File: config.mk
export PLATFORM = sky130hd
export DESIGN_NAME = io_resource_free_list_allocator
export DESIGN_NICKNAME = d
export VERILOG_FILES = /design/src/design/iorfl_pkg.sv /design/src/design/iorfl_ram.sv /design/src/design/io_resource_free_list_allocator.sv
export VERILOG_INCLUDE_DIRS = /design/src /design/src/design
export SDC_FILE = /design/constraint.sdc
export NUM_CORES = 1
export LEC_CHECK = 0
export ABC_AREA = 1
export BUFFER_PORTS_ARGS = -buffer_cell sky130_fd_sc_hd__buf_4
export CAP_MARGIN = 0
export CORE_ASPECT_RATIO = 0.6
export CORE_MARGIN = 8
export CORE_UTILIZATION = 55
export DETAILED_ROUTE_END_ITERATION = 6
export HOLD_SLACK_MARGIN = 0.15
export PLACE_DENSITY = 0.72
export SYNTH_ARGS = -nofsm -noshare
export SYNTH_HDL_FRONTEND = slang
export SYNTH_SLANG_ARGS = --single-unit
export TNS_END_PERCENT = 10
File: constraint.sdc
create_clock -name clk -period 2.9 [get_ports clk]
set_input_delay 0.58 -clock clk [delete_from_list [all_inputs] [get_ports clk]]
set_output_delay 0.58 -clock clk [all_outputs]
set_load 0.005 [all_outputs]
File: src/design/io_resource_free_list_allocator_assert.svh
// Assertion macros used by the allocator design file.
`ifndef IO_RESOURCE_FREE_LIST_ALLOCATOR_ASSERT_SVH
`define IO_RESOURCE_FREE_LIST_ALLOCATOR_ASSERT_SVH

// Same-cycle implication, disabled while in reset.
`define IORFL_ASSERT_IMP(label, ante, cons) \
  label: assert property (@(posedge clk) disable iff (rst) (ante) |-> (cons)) \
    else $error("allocator check failed");

// Next-cycle implication, disabled while in reset.
`define IORFL_ASSERT_NEXT(label, ante, cons) \
  label: assert property (@(posedge clk) disable iff (rst) (ante) |=> (cons)) \
    else $error("allocator check failed");

`endif

File: src/design/iorfl_pkg.sv
package iorfl_pkg;

  localparam int unsigned KINDS = 3;

  typedef enum logic [2:0] {
    OP_ALLOC_DEV  = 3'd0,
    OP_REL_DEV    = 3'd1,
    OP_ALLOC_CTRL = 3'd2,
    OP_REL_CTRL   = 3'd3,
    OP_ALLOC_CHAN = 3'd4,
    OP_REL_CHAN   = 3'd5
  } opcode_t;

  typedef enum logic [1:0] {
    ST_GRANTED      = 2'd0,
    ST_RELEASED     = 2'd1,
    ST_ALLOC_REFUSE = 2'd2,
    ST_REL_REFUSE   = 2'd3
  } status_t;

endpackage

File: src/design/iorfl_ram.sv
module iorfl_ram #(
  parameter int unsigned WIDTH = 8,
  parameter int unsigned DEPTH = 16,
  localparam int unsigned AW = (DEPTH > 1) ? $clog2(DEPTH) : 1
) (
  input  logic                 clk,
  input  logic                 we,
  input  logic [AW-1:0]        waddr,
  input  logic [WIDTH-1:0]     wdata,
  input  logic                 re,
  input  logic [AW-1:0]        raddr,
  output logic [WIDTH-1:0]     rdata
);

  logic [WIDTH-1:0] mem [DEPTH];

  always_ff @(posedge clk) begin
    if (we) begin
      mem[waddr] <= wdata;
    end
    if (re) begin
      rdata <= mem[raddr];
    end
  end

endmodule

File: src/design/io_resource_free_list_allocator.sv
// Channel  | Direction | Handshake          | Payload
// request  | in        | in_valid/in_stall  | opcode, process_id
// result   | out       | out_valid/out_stall| status, resource_id, process_blocked
//
// A request reads the holding entry and the free-list heads from their RAMs as it
// is accepted (registered reads), then updates and writes back in S_EXEC.
// After reset an init sweep over max(max list size, NUM_PROCESSES) addresses loads
// the free lists with ascending ids and clears the holding RAM; in_stall is high.
// A waiting result sits in the output register; the next request is accepted
// meanwhile and holds in its update cycle until the output register frees up.
module io_resource_free_list_allocator #(
  parameter int unsigned NUM_DEVICES     = 4,
  parameter int unsigned NUM_CONTROLLERS = 4,
  parameter int unsigned NUM_CHANNELS    = 4,
  parameter int unsigned NUM_PROCESSES   = 8
) (
  input  logic       clk,
  input  logic       rst,
  input  logic       in_valid,
  output logic       in_stall,
  input  logic [2:0] opcode,
  input  logic [2:0] process_id,
  output logic       out_valid,
  input  logic       out_stall,
  output logic [1:0] status,
  output logic [1:0] resource_id,
  output logic       process_blocked
);

  localparam int unsigned KINDS   = iorfl_pkg::KINDS;
  localparam int unsigned MAX_CAP01 =
    (NUM_DEVICES > NUM_CONTROLLERS) ? NUM_DEVICES : NUM_CONTROLLERS;
  localparam int unsigned MAX_CAP = (MAX_CAP01 > NUM_CHANNELS) ? MAX_CAP01 : NUM_CHANNELS;
  localparam int unsigned LIST_AW = (MAX_CAP > 1) ? $clog2(MAX_CAP) : 1;
  localparam int unsigned IDW     = LIST_AW;
  localparam int unsigned CW      = LIST_AW + 1;
  localparam int unsigned PW      = (NUM_PROCESSES > 1) ? $clog2(NUM_PROCESSES) : 1;
  localparam int unsigned HW      = 1 + KINDS + KINDS * IDW;
  localparam int unsigned SWEEP_N = (MAX_CAP > NUM_PROCESSES) ? MAX_CAP : NUM_PROCESSES;
  localparam int unsigned SWW     = $clog2(SWEEP_N + 1);

  localparam logic [CW-1:0] CAP0 = CW'(NUM_DEVICES);
  localparam logic [CW-1:0] CAP1 = CW'(NUM_CONTROLLERS);
  localparam logic [CW-1:0] CAP2 = CW'(NUM_CHANNELS);

  typedef enum logic [1:0] {
    S_INIT,
    S_IDLE,
    S_EXEC
  } state_t;

  state_t              state;
  logic [SWW-1:0]      sweep;
  logic [LIST_AW-1:0]  head [KINDS];
  logic [CW-1:0]       cnt  [KINDS];
  logic [2:0]          op_q;
  logic                pvalid_q;
  logic [PW-1:0]       paddr_q;

  logic                accept;
  logic                go;
  logic                in_pvalid;
  logic [PW-1:0]       in_paddr;

  logic                op_ok;
  logic                is_rel;
  logic [1:0]          kind;
  logic [CW-1:0]       cap_k;
  logic [LIST_AW-1:0]  head_k;
  logic [CW-1:0]       cnt_k;
  logic [CW-1:0]       tail_sum;
  logic [LIST_AW-1:0]  tail;
  logic [LIST_AW-1:0]  head_inc;
  logic                do_alloc;
  logic                do_rel;
  logic                do_push;
  logic                held_v;
  logic [IDW-1:0]      held_id;
  logic                held_blk;
  logic [IDW-1:0]      grant_id;
  logic [1:0]          status_next;
  logic [1:0]          rid_next;
  logic                blk_next;

  logic [HW-1:0]       held_rdata;
  logic [HW-1:0]       held_wdata;
  logic [HW-1:0]       held_upd;
  logic                held_we;
  logic [PW-1:0]       held_waddr;
  logic [IDW-1:0]      fl_rdata [KINDS];
  logic                sweep_fl;
  logic                sweep_held;

  assign in_stall  = (state != S_IDLE);
  assign accept    = in_valid && !in_stall;
  assign go        = (state == S_EXEC) && !(out_valid && out_stall);
  assign in_pvalid = (32'(process_id) < NUM_PROCESSES);
  assign in_paddr  = in_pvalid ? PW'(process_id) : '0;

  assign sweep_fl   = (state == S_INIT) && (sweep < SWW'(MAX_CAP));
  assign sweep_held = (state == S_INIT) && (sweep < SWW'(NUM_PROCESSES));

  // Decode and update of the request in S_EXEC, from the registered RAM reads.
  always_comb begin
    op_ok    = (op_q <= 3'(iorfl_pkg::OP_REL_CHAN));
    is_rel   = op_q[0];
    kind     = op_ok ? op_q[2:1] : 2'd0;
    case (kind)
      2'd0:    cap_k = CAP0;
      2'd1:    cap_k = CAP1;
      default: cap_k = CAP2;
    endcase
    head_k   = head[kind];
    cnt_k    = cnt[kind];
    held_v   = held_rdata[KINDS * IDW + 32'(kind)];
    held_id  = held_rdata[32'(kind) * IDW +: IDW];
    held_blk = held_rdata[HW-1];
    grant_id = fl_rdata[kind];

    tail_sum = CW'(head_k) + cnt_k;
    tail     = (tail_sum >= cap_k) ? LIST_AW'(tail_sum - cap_k) : LIST_AW'(tail_sum);
    head_inc = ((CW'(head_k) + CW'(1)) == cap_k) ? '0 : head_k + LIST_AW'(1);

    do_alloc = op_ok && pvalid_q && !is_rel && (cnt_k != '0) && !held_v;
    do_rel   = op_ok && pvalid_q && is_rel && held_v;
    do_push  = do_rel && (cnt_k < cap_k);

    if (!op_ok) begin
      status_next = iorfl_pkg::ST_REL_REFUSE;
    end else if (is_rel) begin
      status_next = do_rel ? iorfl_pkg::ST_RELEASED : iorfl_pkg::ST_REL_REFUSE;
    end else begin
      status_next = do_alloc ? iorfl_pkg::ST_GRANTED : iorfl_pkg::ST_ALLOC_REFUSE;
    end

    if (do_alloc) begin
      rid_next = 2'(grant_id);
    end else if (do_rel) begin
      rid_next = 2'(held_id);
    end else begin
      rid_next = 2'd0;
    end

    if (!pvalid_q) begin
      blk_next = 1'b0;
    end else if (do_alloc) begin
      blk_next = 1'b1;
    end else if (do_rel) begin
      blk_next = 1'b0;
    end else begin
      blk_next = held_blk;
    end

    held_upd = held_rdata;
    held_upd[HW-1] = blk_next;
    held_upd[KINDS * IDW + 32'(kind)] = do_alloc;
    held_upd[32'(kind) * IDW +: IDW] = do_alloc ? grant_id : '0;
  end

  assign held_we    = sweep_held || (go && (do_alloc || do_rel));
  assign held_waddr = (state == S_INIT) ? sweep[PW-1:0] : paddr_q;
  assign held_wdata = (state == S_INIT) ? '0 : held_upd;

  iorfl_ram #(
    .WIDTH (HW),
    .DEPTH (NUM_PROCESSES)
  ) u_held_ram (
    .clk   (clk),
    .we    (held_we),
    .waddr (held_waddr),
    .wdata (held_wdata),
    .re    (accept),
    .raddr (in_paddr),
    .rdata (held_rdata)
  );

  for (genvar g = 0; g < KINDS; g++) begin : g_list
    logic               fl_we;
    logic [LIST_AW-1:0] fl_waddr;
    logic [IDW-1:0]     fl_wdata;

    // Init loads ascending ids; a release pushes at the tail.
    assign fl_we    = sweep_fl || (go && do_push && (kind == 2'(g)));
    assign fl_waddr = (state == S_INIT) ? sweep[LIST_AW-1:0] : tail;
    assign fl_wdata = (state == S_INIT) ? sweep[IDW-1:0] : held_id;

    iorfl_ram #(
      .WIDTH (IDW),
      .DEPTH (MAX_CAP)
    ) u_list_ram (
      .clk   (clk),
      .we    (fl_we),
      .waddr (fl_waddr),
      .wdata (fl_wdata),
      .re    (accept),
      .raddr (head[g]),
      .rdata (fl_rdata[g])
    );
  end

  always_ff @(posedge clk) begin
    if (rst) begin
      state     <= S_INIT;
      sweep     <= '0;
      out_valid <= 1'b0;
      head[0]   <= '0;
      head[1]   <= '0;
      head[2]   <= '0;
      cnt[0]    <= CAP0;
      cnt[1]    <= CAP1;
      cnt[2]    <= CAP2;
    end else begin
      unique case (state)
        S_INIT: begin
          sweep <= sweep + SWW'(1);
          if (sweep == SWW'(SWEEP_N - 1)) begin
            state <= S_IDLE;
          end
        end
        S_IDLE: begin
          if (accept) begin
            state    <= S_EXEC;
            op_q     <= opcode;
            pvalid_q <= in_pvalid;
            paddr_q  <= in_paddr;
          end
        end
        S_EXEC: begin
          if (go) begin
            state <= S_IDLE;
          end
        end
        default: state <= S_INIT;
      endcase

      if (go) begin
        out_valid       <= 1'b1;
        status          <= status_next;
        resource_id     <= rid_next;
        process_blocked <= blk_next;
        if (do_alloc) begin
          head[kind] <= head_inc;
          cnt[kind]  <= cnt_k - CW'(1);
        end else if (do_push) begin
          cnt[kind]  <= cnt_k + CW'(1);
        end
      end else if (!out_stall) begin
        out_valid <= 1'b0;
      end
    end
  end

`include "io_resource_free_list_allocator_assert.svh"

  `IORFL_ASSERT_IMP(a_accept_only_idle, accept, state == S_IDLE)
  `IORFL_ASSERT_NEXT(a_exec_after_accept, accept, state == S_EXEC)
  `IORFL_ASSERT_IMP(a_dev_count_bound, state != S_INIT, cnt[0] <= CAP0)
  `IORFL_ASSERT_IMP(a_grant_blocks,
    out_valid && (status == iorfl_pkg::ST_GRANTED), process_blocked)
  `IORFL_ASSERT_IMP(a_release_readies,
    out_valid && (status == iorfl_pkg::ST_RELEASED), !process_blocked)

endmodule
==> results.tsv <==
stage	metric	value	unit
synthesis	post-synthesis register bit count	153	
grt	global-route wire length before repair	24600	um
grt	gr usage total	19.4	%
clock_tree	clock slew at reported path FFs	0.07	ns
synthesis	most frequent cells after synthesis	edfxtp_1, nor2_1, o21ai_0	
drt	Routed Antenna Nets	0	
synthesis	post-synthesis sequential area ratio	66.6	%
synthesis	top_reg_cell synth	edfxtp_1	
synthesis	Net Count, Synth	647	
synthesis	Mapped Cells	626	
grt	busiest grt layer	met1	
drt	WL/cell	18.0	um
floorplan	I/O pin count	17	
floorplan	die area	0.0163	mm^2
sta	RSZ-0062 raised after global routing	yes	
sta	Period Utilization, post-route	95.7	%
worst_setup_path	critical path's most frequent cell	nand2_1	
sta	clock skew	0.0136	ns
floorplan	core area	0.0121	mm^2
worst_setup_path	slowest stage delay, CP	0.76	ns
worst_setup_path	CP Capture Type	flop	
job	maxcap violations	0	
grt	met3 Use GR	4.22	%
synthesis	mux share of post-synthesis cell area	0	%
final_layout	fin util	64.6	%
worst_setup_path	Critical Path Source Type	flop	
synthesis	top-count cell post-synth	edfxtp_1	
grt	Congestion Overflow GR	0	
synthesis	simple-gate portion of the synthesized area	16.0	%
final_layout	share of cells above drive strength 1	15.1	%
synthesis	post-synthesis cell area	0.00679	mm^2
floorplan	initial core utilization	56.3	%
clock_tree	H-tree levels	4	
synthesis	Adder-Cell Fraction of Synth Area	2.14	%
drt	DRC violations left	0	
grt	largest net degree at the start of global routing	42	
final_layout	register area	0.00452	mm^2
synthesis	post-synth top area cell	edfxtp_1	
power_and_ir_drop	P per Cell Area	626	mW/mm^2
final_layout	NumNets Final	690	
placed_design	PortBufs	16	
clock_tree	hold_buf cts	0	
clock_tree	total CTS buffers	17	
final_layout	FILL cells	909	
drt	initial drt markers	509	
drt	routed vias	4891	
power_and_ir_drop	Max VDD drop	0.484	mV
outcome	status	finished clean	
worst_hold_path	Worst Hold Class	in2reg	
grt	number of global-route vias before repair	4684	
sta	setup TNS	0	ns
synthesis	largest family of logic cells by synthesized area	simple AND/OR/NAND/NOR gates	
synthesis	Synth Area in XOR/XNOR	0.258	%
worst_setup_path	Crit path required time	2.93	ns
drt	DRT Pass-1 Iters	6	
synthesis	Mean Syn Cell Area	10.8	um^2
synthesis	number of synthesized flops with an enable pin	146	
synthesis	top post-synthesis cells by area	edfxtp_1, nor2_1, o21ai_0	
floorplan	Die H	102	um
sta	Worst Tran Pin Value	0.992	ns
clock_tree	setup bufs post-CTS	0	
clock_tree	clock sinks	153	
clock_tree	CTS tree	built	
clock_tree	Clock Tree Buf Depth	2	
worst_setup_path	critical path class	reg2reg	
drt	detailed-route wire length	15300	um
grt	met2 usage	28.1	%
synthesis	Compound-Gate Fraction of Synth Area	10.5	%
worst_setup_path	arrival time at the worst endpoint	2.80	ns
synthesis	YS warnings	0	
synthesis	Yosys top cell area share	64.6	%
floorplan	chip width	159	um
final_layout	P&R area growth vs syn	14.7	%
final_layout	area of the multi-input gates	0.00197	mm^2
clock_tree	Worst-Skew Late Latency	0.42	ns
synthesis	Async S/R FF share, synth	0	%
sta	fmax	360	MHz
worst_setup_path	CP max FO	10	
placed_design	Final GP Congestion	0.860	
synthesis	Cell variety after synth	34	
final_layout	diodes inserted	0	
drt	Vias per Instance	5.77	
worst_setup_path	worst path cell trace	inv_1, nor2_2, nand2_1, nand3_2, o21ai_4, nor2_4, nand2_4, nand2_1, nand2_1, nand2_1, nand2_1, nor2_1	
sta	Slew Viols, Final	0	
placed_design	hpwl dp	10700	um
grt	met1 Use GR	28.6	%
sta	Final Hold Violating Endpoints	0	
clock_tree	Clock Tree Root	clkbuf_16	
floorplan	Rows	31	
worst_setup_path	Crit-path slowest cell	nor2_1	
power_and_ir_drop	Leak Pwr	2.92	nW
grt	initial antenna violation count	0	
sta	Final setup viols	0	
sta	crit path time final	2.77	ns
sta	Max-slew headroom	33.6	%
[worst paths after layout]
kind	slack, ns	from	to	depth (start not counted)
hold reg to reg	0.50	sweep[1]	sweep[1]	2
setup reg to reg	0.13	op_q[1]	u_held_ram.mem[4][5]	12
hold / removal	0.34	process_id[2]	paddr_q[2]	1
setup / recovery	0.13	op_q[1]	u_held_ram.mem[4][5]	12
[cell families (layout without fill, tap and decap cells)]
group / Yosys count / in the layout
AOI/OAI and AO/OA: 130 / 130
DFF: 153 / 153
and+or+nand+nor: 254 / 254
adders and majority gates: 11 / 11
xor gates and xnor gates: 2 / 2
buffers and inverters: 76 / 132
[routing by layer]
layer | up-vias | routed length, um
met5 | - | 0
met4 | 0 | 164
met3 | 16 | 1420
met2 | 257 | 6330
met1 | 2357 | 7380
li1 | 2261 | -
[worst max-delay path: cells and delay by family (launching register included)]
| kind | cells | cell delay (ns) |
|---|---|---|
| AOI/OAI and AO/OA | 1 | 0.08 |
| DFF | 1 | 0.48 |
| buffers and inverters | 1 | 0.08 |
| and+or+nand+nor | 10 | 1.74 |
[power by group]
part / switching (mW) / internal (mW) / total (mW) / leakage, nW
registers: 0.0332 / 2.53 / 2.56 / 1.38
logic: 0.196 / 0.0776 / 0.274 / 1.29
clock network: 0.857 / 1.18 / 2.04 / 0.261
[area by class of cell]
cell class	count	share of cell area (%)
clock buffer	21	5.65
clock inverter	11	1.28
multi-input combinational	397	25.3
inverter	54	2.60
tap	165	2.65
timing repair buffer	46	4.43
sequential	153	58.1
[what timing repair did]
item	in CTS	in global routing
resized for setup	0	4
setup endpoints to repair	0	60
endpoints found under the hold margin	0	0
[registers in the layout, summed over array words and instances (netlist names), 3 cells and up]
name                     cells
g_list.u_list_ram.rdata      6
u_held_ram.rdata            10
u_held_ram.mem              80
sweep                        4
head                         6
paddr_q                      3
op_q                         3
g_list.u_list_ram.mem       24
cnt                          9
[cell usage in the layout, fill, tap and decap left out, types with 5 or more instances in the layout]
cell type and count:
inv_1 48, o22ai_1 16, nor2_2 7, nor3_1 6, a31oi_1 11, nand2_2 5, dfxtp_1 7, nor2_1 133
edfxtp_1 146, nand2_1 64, ha_1 10, a21oi_1 24, clkbuf_16 17, nand3_1 28, buf_4 46, o21ai_0 73
[through the flow]
step	area, um^2	hold WS [ns]	std cells	worst slack [ns]	total power, mW
floorplan	6790	0.452	626	0.508	2.78
global placement	7240	0.477	815	0.263	2.86
detailed placement	7240	0.493	815	0.169	2.88
CTS	7780	0.335	847	0.154	4.89
global route	7790	0.333	847	-0.0677	5.01
finish	7790	0.345	847	0.126	4.88
(Power assumes the default switching activity.)
